<file path="config.mk">
export PLATFORM = sky130hd
export DESIGN_NAME = calendar_clock_with_dst_flat
export DESIGN_NICKNAME = d
export VERILOG_FILES = /design/src/sv/rtcc_pkg.sv /design/src/sv/rtcc_intf.sv /design/src/sv/calendar_clock_with_dst.sv /design/src/sv/rtcc_csr.sv /design/src/sv/rtcc_step.sv /design/src/flat_wrapper.sv
export VERILOG_INCLUDE_DIRS = /design/src /design/src/sv
export SDC_FILE = /design/constraint.sdc
export NUM_CORES = 1
export LEC_CHECK = 0
export CORE_ASPECT_RATIO = 1.5
export CORE_MARGIN = 2
export CORE_UTILIZATION = 35
export DETAILED_ROUTE_END_ITERATION = 10
export DONT_BUFFER_PORTS = 1
export HOLD_SLACK_MARGIN = 0.15
export PLACE_DENSITY = 0.56
export SYNTH_ARGS = -nofsm -noshare
export SYNTH_HDL_FRONTEND = slang
export SYNTH_SLANG_ARGS = --single-unit
</file>
<file path="constraint.sdc">
create_clock -name clock -period 8.45 [get_ports clock]
set_input_delay 0.4225 -clock clock [delete_from_list [all_inputs] [get_ports clock]]
set_output_delay 0.4225 -clock clock [all_outputs]
set_load 0.03 [all_outputs]
</file>
<file path="src/sv/calendar_clock_with_dst_defines.svh">
// Assertion macros of the calendar clock RTL
`ifndef CALENDAR_CLOCK_WITH_DST_DEFINES_SVH
`define CALENDAR_CLOCK_WITH_DST_DEFINES_SVH

// Same-cycle implication, checked on every clock edge outside reset
`define RTCC_ASSERT_SAME(lbl, ante, cons, msg) \
   lbl: assert property (@(posedge clock) disable iff (reset) (ante) |-> (cons)) \
      else $error(msg);

// Next-cycle implication, checked on every clock edge outside reset
`define RTCC_ASSERT_NEXT(lbl, ante, cons, msg) \
   lbl: assert property (@(posedge clock) disable iff (reset) (ante) |=> (cons)) \
      else $error(msg);

`endif

</file>
<file path="src/sv/rtcc_pkg.sv">
// Shared types, constants and defaults of the calendar clock
package rtcc_pkg;

   localparam int SEC_W   = 6;
   localparam int MIN_W   = 6;
   localparam int HOUR_W  = 5;
   localparam int DAY_W   = 5;
   localparam int MONTH_W = 4;
   localparam int YEAR_W  = 14;
   localparam int WDAY_W  = 3;

   localparam int CSR_ADDR_W = 5;
   localparam int CSR_DATA_W = 32;

   localparam logic [YEAR_W-1:0]  DEF_YEAR   = 14'd2024;
   localparam logic [MONTH_W-1:0] DEF_MONTH  = 4'd1;
   localparam logic [DAY_W-1:0]   DEF_DAY    = 5'd1;
   localparam logic [WDAY_W-1:0]  DEF_WDAY   = 3'd0;
   localparam logic [HOUR_W-1:0]  DEF_HOUR   = 5'd0;
   localparam logic [MIN_W-1:0]   DEF_MINUTE = 6'd0;

   typedef enum logic [2:0] {
      REG_YEAR    = 3'd0,
      REG_MONTH   = 3'd1,
      REG_DAY     = 3'd2,
      REG_WEEKDAY = 3'd3,
      REG_HOUR    = 3'd4,
      REG_MINUTE  = 3'd5
   } rtcc_reg_type;

   typedef struct packed {
      logic [YEAR_W-1:0]  year;
      logic [MONTH_W-1:0] month;
      logic [DAY_W-1:0]   day;
      logic [WDAY_W-1:0]  wday;
      logic [HOUR_W-1:0]  hour;
      logic [MIN_W-1:0]   minute;
      logic [SEC_W-1:0]   sec;
      logic               fallback;
   } rtcc_time_type;

   // Time-set strobe from the register block to the counters
   typedef struct packed {
      logic                  we;
      rtcc_reg_type          idx;
      logic [CSR_DATA_W-1:0] data;
   } rtcc_load_type;

endpackage

</file>
<file path="src/sv/rtcc_intf.sv">
// Request and result channel interfaces of the calendar clock
interface rtcc_req_intf;
   import rtcc_pkg::*;
   logic valid;
   logic ready;
   logic seconds_elapsed;

   modport source (output valid, output seconds_elapsed, input ready);
   modport sink (input valid, input seconds_elapsed, output ready);
endinterface

interface rtcc_rsp_intf;
   import rtcc_pkg::*;
   logic               valid;
   logic               ready;
   logic [SEC_W-1:0]   second_now;
   logic [MIN_W-1:0]   minute_now;
   logic [HOUR_W-1:0]  hour_now;
   logic [DAY_W-1:0]   day_now;
   logic [MONTH_W-1:0] month_now;
   logic [YEAR_W-1:0]  year_now;
   logic [WDAY_W-1:0]  weekday_now;
   logic               autumn_shift_done;

   modport source (output valid, output second_now, output minute_now, output hour_now,
                   output day_now, output month_now, output year_now,
                   output weekday_now, output autumn_shift_done, input ready);
   modport sink (input valid, input second_now, input minute_now, input hour_now,
                 input day_now, input month_now, input year_now,
                 input weekday_now, input autumn_shift_done, output ready);
endinterface

</file>
<file path="src/sv/calendar_clock_with_dst.sv">
// Calendar clock with daylight saving: one request per cycle while the result
// channel is not stalled; a request passes the request register, then the result register.
// The time counters advance in a single pass of rtcc_step, whose carry chain
// and leap-year multiply are combinational. The counters load the defaults
// at reset and the written value whenever a start register is written over APB.
`include "calendar_clock_with_dst_defines.svh"
module calendar_clock_with_dst (
   input  logic                            clock,
   input  logic                            reset,
   rtcc_req_intf.sink                      req_chan,
   rtcc_rsp_intf.source                    rsp_chan,
   input  logic                            csr_psel,
   input  logic                            csr_penable,
   input  logic                            csr_pwrite,
   input  logic [rtcc_pkg::CSR_ADDR_W-1:0] csr_paddr,
   input  logic [rtcc_pkg::CSR_DATA_W-1:0] csr_pwdata,
   output logic [rtcc_pkg::CSR_DATA_W-1:0] csr_prdata,
   output logic                            csr_pready
);
   import rtcc_pkg::*;

   rtcc_load_type load;
   rtcc_time_type cur_ff, cur_in;
   rtcc_time_type rsp_ff, rsp_in;
   rtcc_time_type next_time;
   logic          s1_valid_ff, s1_valid_in;
   logic          s1_tick_ff, s1_tick_in;
   logic          rsp_valid_ff, rsp_valid_in;
   logic          req_take;
   logic          step_adv;
   logic          rsp_matches;

   rtcc_csr u_csr (
      .clock       (clock),
      .reset       (reset),
      .csr_psel    (csr_psel),
      .csr_penable (csr_penable),
      .csr_pwrite  (csr_pwrite),
      .csr_paddr   (csr_paddr),
      .csr_pwdata  (csr_pwdata),
      .csr_prdata  (csr_prdata),
      .csr_pready  (csr_pready),
      .load        (load)
   );

   rtcc_step u_step (
      .cur  (cur_ff),
      .tick (s1_tick_ff),
      .nxt  (next_time)
   );

   assign step_adv       = s1_valid_ff && (!rsp_valid_ff || rsp_chan.ready);
   assign req_chan.ready = !s1_valid_ff || step_adv;
   assign req_take       = req_chan.valid && req_chan.ready;

   always_comb begin
      s1_valid_in  = req_take ? 1'b1 : (step_adv ? 1'b0 : s1_valid_ff);
      s1_tick_in   = req_take ? req_chan.seconds_elapsed : s1_tick_ff;
      rsp_valid_in = step_adv ? 1'b1 : (rsp_chan.ready ? 1'b0 : rsp_valid_ff);
      rsp_in       = step_adv ? next_time : rsp_ff;

      cur_in = step_adv ? next_time : cur_ff;
      // time set: a start-register write also loads its counter
      if (load.we) begin
         case (load.idx)
            REG_YEAR:    cur_in.year   = load.data[YEAR_W-1:0];
            REG_MONTH:   cur_in.month  = load.data[MONTH_W-1:0];
            REG_DAY:     cur_in.day    = load.data[DAY_W-1:0];
            REG_WEEKDAY: cur_in.wday   = load.data[WDAY_W-1:0];
            REG_HOUR:    cur_in.hour   = load.data[HOUR_W-1:0];
            REG_MINUTE:  cur_in.minute = load.data[MIN_W-1:0];
            default: ;
         endcase
      end
   end

   always_ff @(posedge clock) begin
      if (reset) begin
         s1_valid_ff     <= 1'b0;
         rsp_valid_ff    <= 1'b0;
         cur_ff.year     <= DEF_YEAR;
         cur_ff.month    <= DEF_MONTH;
         cur_ff.day      <= DEF_DAY;
         cur_ff.wday     <= DEF_WDAY;
         cur_ff.hour     <= DEF_HOUR;
         cur_ff.minute   <= DEF_MINUTE;
         cur_ff.sec      <= '0;
         cur_ff.fallback <= 1'b0;
      end else begin
         s1_valid_ff  <= s1_valid_in;
         rsp_valid_ff <= rsp_valid_in;
         cur_ff       <= cur_in;
      end
   end

   always_ff @(posedge clock) begin
      s1_tick_ff <= s1_tick_in;
      rsp_ff     <= rsp_in;
   end

   assign rsp_chan.valid             = rsp_valid_ff;
   assign rsp_chan.second_now        = rsp_ff.sec;
   assign rsp_chan.minute_now        = rsp_ff.minute;
   assign rsp_chan.hour_now          = rsp_ff.hour;
   assign rsp_chan.day_now           = rsp_ff.day;
   assign rsp_chan.month_now         = rsp_ff.month;
   assign rsp_chan.year_now          = rsp_ff.year;
   assign rsp_chan.weekday_now       = rsp_ff.wday;
   assign rsp_chan.autumn_shift_done = rsp_ff.fallback;

   assign rsp_matches = (rsp_ff == cur_ff);

   // a freshly stepped result is the new clock state
   `RTCC_ASSERT_NEXT(a_rsp_is_state, step_adv, rsp_matches, "result differs from clock state")
   // seconds never leave 0..59 after a step
   `RTCC_ASSERT_NEXT(a_sec_range, step_adv, cur_ff.sec < 6'd60, "seconds out of range")
   // a held request blocks new ones
   `RTCC_ASSERT_SAME(a_hold_blocks, s1_valid_ff && !step_adv, !req_chan.ready, "request overrun")
   // the fallback flag only changes on a step
   `RTCC_ASSERT_NEXT(a_flag_steady, !step_adv, cur_ff.fallback == $past(cur_ff.fallback), "flag moved without a step")

endmodule

</file>
<file path="src/sv/rtcc_csr.sv">
// APB register block holding the start-time registers
module rtcc_csr (
   input  logic                            clock,
   input  logic                            reset,
   input  logic                            csr_psel,
   input  logic                            csr_penable,
   input  logic                            csr_pwrite,
   input  logic [rtcc_pkg::CSR_ADDR_W-1:0] csr_paddr,
   input  logic [rtcc_pkg::CSR_DATA_W-1:0] csr_pwdata,
   output logic [rtcc_pkg::CSR_DATA_W-1:0] csr_prdata,
   output logic                            csr_pready,
   output rtcc_pkg::rtcc_load_type         load
);
   import rtcc_pkg::*;

   logic [YEAR_W-1:0]  year_ff,   year_in;
   logic [MONTH_W-1:0] month_ff,  month_in;
   logic [DAY_W-1:0]   day_ff,    day_in;
   logic [WDAY_W-1:0]  wday_ff,   wday_in;
   logic [HOUR_W-1:0]  hour_ff,   hour_in;
   logic [MIN_W-1:0]   minute_ff, minute_in;

   rtcc_reg_type idx;
   logic         wr;

   assign idx        = rtcc_reg_type'(csr_paddr[CSR_ADDR_W-1:2]);
   assign wr         = csr_psel && csr_penable && csr_pwrite;
   assign csr_pready = 1'b1;

   assign load.we   = wr;
   assign load.idx  = idx;
   assign load.data = csr_pwdata;

   always_comb begin
      year_in   = year_ff;
      month_in  = month_ff;
      day_in    = day_ff;
      wday_in   = wday_ff;
      hour_in   = hour_ff;
      minute_in = minute_ff;
      if (wr) begin
         case (idx)
            REG_YEAR:    year_in   = csr_pwdata[YEAR_W-1:0];
            REG_MONTH:   month_in  = csr_pwdata[MONTH_W-1:0];
            REG_DAY:     day_in    = csr_pwdata[DAY_W-1:0];
            REG_WEEKDAY: wday_in   = csr_pwdata[WDAY_W-1:0];
            REG_HOUR:    hour_in   = csr_pwdata[HOUR_W-1:0];
            REG_MINUTE:  minute_in = csr_pwdata[MIN_W-1:0];
            default: ;
         endcase
      end
   end

   always_ff @(posedge clock) begin
      if (reset) begin
         year_ff   <= DEF_YEAR;
         month_ff  <= DEF_MONTH;
         day_ff    <= DEF_DAY;
         wday_ff   <= DEF_WDAY;
         hour_ff   <= DEF_HOUR;
         minute_ff <= DEF_MINUTE;
      end else begin
         year_ff   <= year_in;
         month_ff  <= month_in;
         day_ff    <= day_in;
         wday_ff   <= wday_in;
         hour_ff   <= hour_in;
         minute_ff <= minute_in;
      end
   end

   always_comb begin
      case (idx)
         REG_YEAR:    csr_prdata = CSR_DATA_W'(year_ff);
         REG_MONTH:   csr_prdata = CSR_DATA_W'(month_ff);
         REG_DAY:     csr_prdata = CSR_DATA_W'(day_ff);
         REG_WEEKDAY: csr_prdata = CSR_DATA_W'(wday_ff);
         REG_HOUR:    csr_prdata = CSR_DATA_W'(hour_ff);
         REG_MINUTE:  csr_prdata = CSR_DATA_W'(minute_ff);
         default:     csr_prdata = '0;
      endcase
   end

endmodule

</file>
<file path="src/sv/rtcc_step.sv">
// One-step time advance: carry ripple, daylight saving and calendar rollover
module rtcc_step (
   input  rtcc_pkg::rtcc_time_type cur,
   input  logic                    tick,
   output rtcc_pkg::rtcc_time_type nxt
);
   import rtcc_pkg::*;

   // ceil(2^19 / 100); low product bits below it mean the year divides by 100
   localparam int RECIP_SHIFT = 19;
   localparam int RECIP_100   = (1 << RECIP_SHIFT) / 100 + 1;
   localparam int PROD_W      = YEAR_W + 13;

   logic [SEC_W:0]        s;
   logic [MIN_W:0]        mi;
   logic [HOUR_W:0]       h;
   logic [DAY_W:0]        d;
   logic [WDAY_W:0]       wp1;
   logic [WDAY_W-1:0]     w;
   logic [MONTH_W-1:0]    mo;
   logic [YEAR_W-1:0]     y;
   logic                  flag;
   logic                  late_sunday;
   logic [PROD_W-1:0]     yprod;
   logic                  div100;
   logic                  leap;
   logic [DAY_W-1:0]      len;

   assign yprod  = PROD_W'(cur.year) * PROD_W'(RECIP_100);
   assign div100 = yprod[RECIP_SHIFT-1:0] < RECIP_SHIFT'(RECIP_100);
   // with div100, the quotient's low two bits give the 400-year rule
   assign leap   = div100 ? (yprod[RECIP_SHIFT+1:RECIP_SHIFT] == 2'd0)
                          : (cur.year[1:0] == 2'd0);

   always_comb begin
      case (cur.month)
         4'd1, 4'd3, 4'd5, 4'd7, 4'd8, 4'd10, 4'd12: len = 5'd31;
         4'd4, 4'd6, 4'd9, 4'd11:                    len = 5'd30;
         4'd2:                                       len = leap ? 5'd29 : 5'd28;
         default:                                    len = 5'd0;
      endcase
   end

   always_comb begin
      s    = {1'b0, cur.sec} + (SEC_W+1)'(tick);
      mi   = {1'b0, cur.minute};
      h    = {1'b0, cur.hour};
      d    = {1'b0, cur.day};
      w    = cur.wday;
      mo   = cur.month;
      y    = cur.year;
      flag = cur.fallback;

      if (s >= 7'd60) begin
         mi = mi + 7'd1;
         s  = '0;
      end
      if (mi >= 7'd60) begin
         h  = h + 6'd1;
         mi = '0;
      end
      wp1 = {1'b0, w} + 4'd1;
      if (h >= 6'd24) begin
         d = d + 6'd1;
         h = '0;
         w = (wp1 >= 4'd7) ? WDAY_W'(wp1 - 4'd7) : wp1[WDAY_W-1:0];
      end

      late_sunday = (w == 3'd6) && (d >= 6'd25);
      if (mo == 4'd3 && h == 6'd2 && late_sunday) begin
         flag = 1'b0;
         h    = 6'd3;
      end
      if (mo == 4'd10 && h == 6'd3 && late_sunday && !flag) begin
         flag = 1'b1;
         h    = 6'd2;
      end

      if (len != 5'd0 && d > {1'b0, len}) begin
         mo = mo + 4'd1;
         d  = 6'd1;
      end
      if (mo > 4'd12) begin
         y  = (y >= 14'd9999) ? '0 : y + 14'd1;
         mo = 4'd1;
      end

      nxt.sec      = s[SEC_W-1:0];
      nxt.minute   = mi[MIN_W-1:0];
      nxt.hour     = h[HOUR_W-1:0];
      nxt.day      = d[DAY_W-1:0];
      nxt.wday     = w;
      nxt.month    = mo;
      nxt.year     = y;
      nxt.fallback = flag;
   end

endmodule

</file>
<file path="src/flat_wrapper.sv">
// flat-port wrapper written by rule: the top's interface ports become plain ports
module calendar_clock_with_dst_flat import rtcc_pkg::*;
  (clock, reset, csr_psel, csr_penable, csr_pwrite, csr_paddr, csr_pwdata, csr_prdata, csr_pready, req_chan_valid, req_chan_seconds_elapsed, req_chan_ready, rsp_chan_valid, rsp_chan_second_now, rsp_chan_minute_now, rsp_chan_hour_now, rsp_chan_day_now, rsp_chan_month_now, rsp_chan_year_now, rsp_chan_weekday_now, rsp_chan_autumn_shift_done, rsp_chan_ready);
  rtcc_req_intf req_chan_i ();
  rtcc_rsp_intf rsp_chan_i ();
  input  logic clock;
  input  logic reset;
  input  logic csr_psel;
  input  logic csr_penable;
  input  logic csr_pwrite;
  input  logic [rtcc_pkg::CSR_ADDR_W-1:0] csr_paddr;
  input  logic [rtcc_pkg::CSR_DATA_W-1:0] csr_pwdata;
  output logic [rtcc_pkg::CSR_DATA_W-1:0] csr_prdata;
  output logic csr_pready;
  input wire logic [$bits(req_chan_i.valid)-1:0] req_chan_valid;
  input wire logic [$bits(req_chan_i.seconds_elapsed)-1:0] req_chan_seconds_elapsed;
  output wire logic [$bits(req_chan_i.ready)-1:0] req_chan_ready;
  output wire logic [$bits(rsp_chan_i.valid)-1:0] rsp_chan_valid;
  output wire logic [$bits(rsp_chan_i.second_now)-1:0] rsp_chan_second_now;
  output wire logic [$bits(rsp_chan_i.minute_now)-1:0] rsp_chan_minute_now;
  output wire logic [$bits(rsp_chan_i.hour_now)-1:0] rsp_chan_hour_now;
  output wire logic [$bits(rsp_chan_i.day_now)-1:0] rsp_chan_day_now;
  output wire logic [$bits(rsp_chan_i.month_now)-1:0] rsp_chan_month_now;
  output wire logic [$bits(rsp_chan_i.year_now)-1:0] rsp_chan_year_now;
  output wire logic [$bits(rsp_chan_i.weekday_now)-1:0] rsp_chan_weekday_now;
  output wire logic [$bits(rsp_chan_i.autumn_shift_done)-1:0] rsp_chan_autumn_shift_done;
  input wire logic [$bits(rsp_chan_i.ready)-1:0] rsp_chan_ready;
  assign req_chan_i.valid = req_chan_valid;
  assign req_chan_i.seconds_elapsed = req_chan_seconds_elapsed;
  assign req_chan_ready = req_chan_i.ready;
  assign rsp_chan_valid = rsp_chan_i.valid;
  assign rsp_chan_second_now = rsp_chan_i.second_now;
  assign rsp_chan_minute_now = rsp_chan_i.minute_now;
  assign rsp_chan_hour_now = rsp_chan_i.hour_now;
  assign rsp_chan_day_now = rsp_chan_i.day_now;
  assign rsp_chan_month_now = rsp_chan_i.month_now;
  assign rsp_chan_year_now = rsp_chan_i.year_now;
  assign rsp_chan_weekday_now = rsp_chan_i.weekday_now;
  assign rsp_chan_autumn_shift_done = rsp_chan_i.autumn_shift_done;
  assign rsp_chan_i.ready = rsp_chan_ready;
  calendar_clock_with_dst u_core (.clock(clock), .reset(reset), .req_chan(req_chan_i), .rsp_chan(rsp_chan_i), .csr_psel(csr_psel), .csr_penable(csr_penable), .csr_pwrite(csr_pwrite), .csr_paddr(csr_paddr), .csr_pwdata(csr_pwdata), .csr_prdata(csr_prdata), .csr_pready(csr_pready));
endmodule
</file>
**Word-level counts from Yosys, hierarchy flattened**

Index checks and enable logic that the tools add are counted.

- Add/subtract/negate cells: 8
- $mul: 1
- Magnitude comparators: 9
- Eq/ne operators: 20
- Mux-type cells: 33
- Reductions and logical operators: 30

Operators by type and width:

| kind | number |
|---|---|
| one-hot mux 14 bit (6 select lines) | 1 |
| 2-to-1 mux 44 bit | 1 |
| 2-to-1 mux 14 bit | 3 |
| 2-to-1 mux 6 bit | 7 |
| 2-to-1 mux 37 bit | 1 |
| multiplier 14 x 13 -> 21 bit, second input constant | 1 |
| equality test 4 bit, second input constant | 5 |
| 2-to-1 mux 5 bit | 4 |
| less-than comparator 19 x 13 -> 1 bit, second input constant | 1 |
| equality test 4 x 3 -> 1 bit, second input constant | 4 |
| one-hot mux 5 bit (3 select lines) | 1 |
| adder 14 x 1 -> 14 bit, second input constant | 1 |
| greater-or-equal comparator 14 bit, second input constant | 1 |
| greater-or-equal comparator 7 x 6 -> 1 bit, second input constant | 2 |
| adder 5 x 1 -> 6 bit, second input constant | 2 |
| equality test 6 x 2 -> 1 bit, second input constant | 2 |
| greater-or-equal comparator 6 x 5 -> 1 bit, second input constant | 2 |
| 2-to-1 mux 4 bit | 3 |
| AND reduction 2 bit | 6 |
| logical AND 1 bit | 11 |
| equality test 3 bit, second input constant | 3 |
| 2-to-1 mux 3 bit | 3 |
| equality test 4 x 2 -> 1 bit, second input constant | 2 |
| 2-to-1 mux 1 bit | 8 |
| 20 further kinds | 26 |

- Register bits after elaboration: 128
- Input port bits: 45
- Logic and storage cells: 126

**Depth between registers and ports, before layout**

- Depth after elaboration: 19
- Mapped depth: 31

**By module**

A second synthesis with hierarchy kept.

- Cell total of the unflattened synthesis: 1,229
- Area, all modules: 11,083.1 µm²

By module, submodules not included:

| module | times used | cells each | area an instance (µm²) | sequential area each (µm²) |
|---|---|---|---|---|
| rtcc_step | 1 | 669 | 5,333.9 | 0.0 |
| calendar_clock_with_dst | 1 | 301 | 3,463.3 | 2,272.2 |
| rtcc_csr | 1 | 259 | 2,285.9 | 740.7 |

**Least setup slack after synthesis**

No wires, ideal clock.

- Path type: flip-flop to flip-flop
- Start: register u_core.cur_ff[36] (netlist bit)
- End: register u_core.rsp_ff, in the netlist u_core.rsp_chan.year_now[8] (data pin)
- Setup time: 0.274 ns
- Arrival: 6.647 ns
- Data required time: 8.176 ns
- Path slack: 1.529 ns
- Stages on the path, launching flop included: 32
- Path through: dfxtp_1 > inv_1 > fa_1 > inv_1 > ha_1 > fa_1 > fa_1 > inv_1 > fa_1 > inv_1 > ha_1 > and3_1 > a221oi_1 > o21bai_1 > o21ai_0 > o21ai_0 > a2111oi_0 > nand3_1 > mux2i_1 > o22ai_1 > ha_1 > nor2b_1 > o21a_1 > o21a_1 > o21a_1 > o221ai_1 > nand3_1 > a21boi_2 > buf_2 > buf_2 > o21ai_0 > o31ai_1

RTL lines:

| item | line | text |
|---|---|---|
| start, declared | calendar_clock_with_dst.sv:23 | `rtcc_time_type cur_ff, cur_in;` |
| start signal, assigned | calendar_clock_with_dst.sv:92 | `cur_ff <= cur_in;` |
| end signal, assigned | calendar_clock_with_dst.sv:98 | `rsp_ff <= rsp_in;` |
| end, declared | calendar_clock_with_dst.sv:24 | `rtcc_time_type rsp_ff, rsp_in;` |

==> out/metrics.cfg <==
[run_status]
status=complete, no violations

[grt]
grt_pass1_vias=8675
grt_usage_pct=17.84
grt_pass1_wl_um=45330
grt_max_degree=74
antenna_found_initial=0
grt.overflow.total=0

[placement]
gp_congestion=0.8637
place_hpwl_um=20760
io_buffers=0

[critical_path]
worstRegToRegCells=28
setup.worst_path.end_class=flop
reg2reg_from=u_core.cur_ff[42]
slowest_delay_ns=0.63
worstPathRequired_ns=8.66
slowest_stage=fa_1
path_class=flop to flop
r2r_setup_slack_ns=0.62
rr_endpoint=u_core.rsp_chan.year_now[9]
critPathMaxFanout=8
startpoint_type=flop
worstPathArrival_ns=8.04

[timing]
fin_tns_setup_ns=0
fmax_ghz=0.1277
hold_viol=0
maxSlewViolCount=0
finClkSkew_ns=0.008190
fin_crit_sh_pct=92.70
maxSlewHeadroom_pct=16.80
min_period_ns=7.834
worst_pin_slew_ns=1.238
finalSetupViolations=0
rsz0062_at_grt=false
hold_slack_ns=0.1630

[clock_tree]
path_clk_slew_ns=0.06
cts_buffers=17
clock_sinks=128
cts_root_buf=clkbuf_16
clock_latency_ns=0.43
cts_tree=yes
clockBufferDepth=2
htreeDepth=4

[final_layout]
final_nets=1428
drive_gt1_share_pct=6.041
areaGrowthSynthToFinish_pct=10.80
final_common_cell=nand2_1
diodes=0
final_cell_mix=nand2_1 (158), inv_1 (144), ha_1 (109)

[detailed_routing]
wl_um=27610
antenna_left=0
wl_per_cell_um=16.99
drc=0
drtIter0Drc=358
vias_per_cell=5.205
vias=8458
drt_pass1_iterations=5

[power]
p_leak_nw=4.911
irDropWorstVdd_mv=0.1058
power_density_nw_per_um2=152.2

[synth]
synth_area_leader_cell=dfxtp_1
synth_top_family_by_area=adder cells
synth_area_sq_um=10580
synth_flop_cell=dfxtp_1
ys_seq_area_share_pct=28.47
syn_area_per_cell_sq_um=8.709
synth_mux_area_share_pct=1.856
synth_edf_count=45
synth_xor_area_share_pct=2.069
synth.top_cell.area_share_pct=15.70
ys_warn_count=0
synthAdderAreaFrac_pct=24.62
yosys_register_bits=128
synth.distinct_cells=86
synth_compound_area_share_pct=16.68
synth-simple-area-share_pct=17.57
async_flop_share_pct=0
netlist_top_cells_area=dfxtp_1 (16%), ha_1 (13%), edfxtp_1 (13%), fa_1 (12%), nand2_1 (5.6%)
synth_cells=1215

[floorplanning]
initial_utilization_pct=35.32
dieWidth_um=146.0
die_h_um=217.0
fp-row-count=78
dieArea_sq_um=31670
core_sq_um=29960
io_pins=124

[flow_run]
max_cap_viol_count=0

[hold_path]
worstHoldEndpoint=u_core.u_csr.year_ff[11]
min_from=csr_pwdata[11]
hold_depth=2
hold_class=primary input to flop

==> cells in the mapped netlist, types with 5 or more instances <==
master / number
xnor2_1: 14
a31oi_1: 12
a21o_1: 10
inv_1: 145
and3_1: 18
o21ai_1: 5
nand2b_1: 7
buf_1: 5
fa_1: 62
buf_4: 20
edfxtp_1: 45
dfxtp_1: 83
a311oi_1: 6
xor2_1: 11
nand3_1: 26
nand3b_1: 7
o2111ai_1: 5
or3_1: 8
mux2i_1: 14
nand2_1: 158
buf_2: 9
ha_1: 109
o31ai_1: 22
nor3_1: 26
o21a_1: 9
a211oi_1: 12
nor2_1: 77
o21ai_0: 38
nor2b_1: 10
a21oi_1: 88
clkbuf_1: 36
and2_1: 22
nand4_1: 10
==> through the flow <==
stage	power (W)	util, %	setup slack [ns]	area (sq um)	cells
finish	0.001785	39.13	0.6165	11720	1625
detailed placement	0.001001	36.44	0.4715	10920	1577
global route	0.001867	39.13	0.04870	11720	1625
CTS	0.001797	39.10	0.4064	11720	1625
global placement	0.0009964	36.44	0.4945	10920	1577
floorplan	0.0009477	-	1.529	10650	1232
==> sequential cells by signal, summed over array words and instances (netlist names) <==
name	cells
u_core.cur_ff	44
u_core.rsp_chan.year_now	14
u_core.u_csr.year_ff	14
u_core.rsp_chan.minute_now	6
u_core.rsp_chan.second_now	6
u_core.u_csr.minute_ff	6
u_core.rsp_chan.day_now	5
u_core.rsp_chan.hour_now	5
u_core.u_csr.day_ff	5
u_core.u_csr.hour_ff	5
u_core.rsp_chan.month_now	4
u_core.u_csr.month_ff	4
u_core.rsp_chan.weekday_now	3
u_core.u_csr.wday_ff	3
u_core.rsp_chan.autumn_shift_done	1
u_core.rsp_chan.valid	1
u_core.s1_tick_ff	1
u_core.s1_valid_ff	1
==> worst max-delay path, delay by kind of cell (launching register included) <==
family                     cells  cell delay, ns
AOI/OAI and AO/OA             12            2.93
DFF                            1            0.51
adders and majority gates      6            2.70
muxes                          1            0.22
buffers and inverters          4            0.43
and+or+nand+nor                5            0.85
==> cell families after synthesis <==
group,count (synthesis)
flip-flops,128
buffers and inverters,217
AND/OR/NAND/NOR,393
other,2
adder cells (fa/ha/maj),171
multiplexers,18
XOR/XNOR,25
AO/OA/AOI/OAI,261
==> how the worst max path moves through the flow <==
stage,start,to,slack (ns),cells after the start
2_1_floorplan,u_core.cur_ff[36],u_core.rsp_chan.year_now[8],1.53,31
3_3_place_gp,u_core.cur_ff[41],u_core.cur_ff[36],0.49,30
3_5_place_dp,u_core.cur_ff[41],u_core.cur_ff[36],0.47,30
4_1_cts,u_core.cur_ff[41],u_core.cur_ff[36],0.41,30
5_1_grt,u_core.cur_ff[42],u_core.cur_ff[36],0.05,29
6_report,u_core.cur_ff[42],u_core.rsp_chan.year_now[9],0.62,28
==> report_power, final <==
group	total (W)	internal [W]	switching [W]	leakage (nW)
combinational	0.000319	0.000124	0.000195	3.53
clock	0.000783	0.000506	0.000276	0.300
sequential	0.000683	0.000654	0.0000291	1.08
==> layer usage <==
| metal | wire length (um) | vias to the layer above | global-route usage [%] |
|---|---|---|---|
| li1 | - | 4140 | - |
| met1 | 10530 | 4070 | 19.30 |
| met2 | 15240 | 197 | 34.47 |
| met4 | 802 | 0 | 7.055 |
| met5 | 0 | - | 0 |
| met3 | 1030 | 51 | 2.746 |
==> cell type report <==
type | count | area, sq um
multi-input combinational | 887 | 6721
sequential | 128 | 3018
tap | 400 | 500.5
timing repair buffer | 33 | 317.8
clock buffer | 20 | 457.9
inverter | 145 | 545.5
fill | 3032 | 18240
clock inverter | 12 | 162.7
==> timing repair <==
item	in CTS	in global routing
buffers inserted	0	0
hold buffers	16	0
endpoints found under the hold margin	77	0
setup endpoints to repair	0	21
gates resized for setup	0	6
Note: power is estimated with default switching activity, not from simulation.
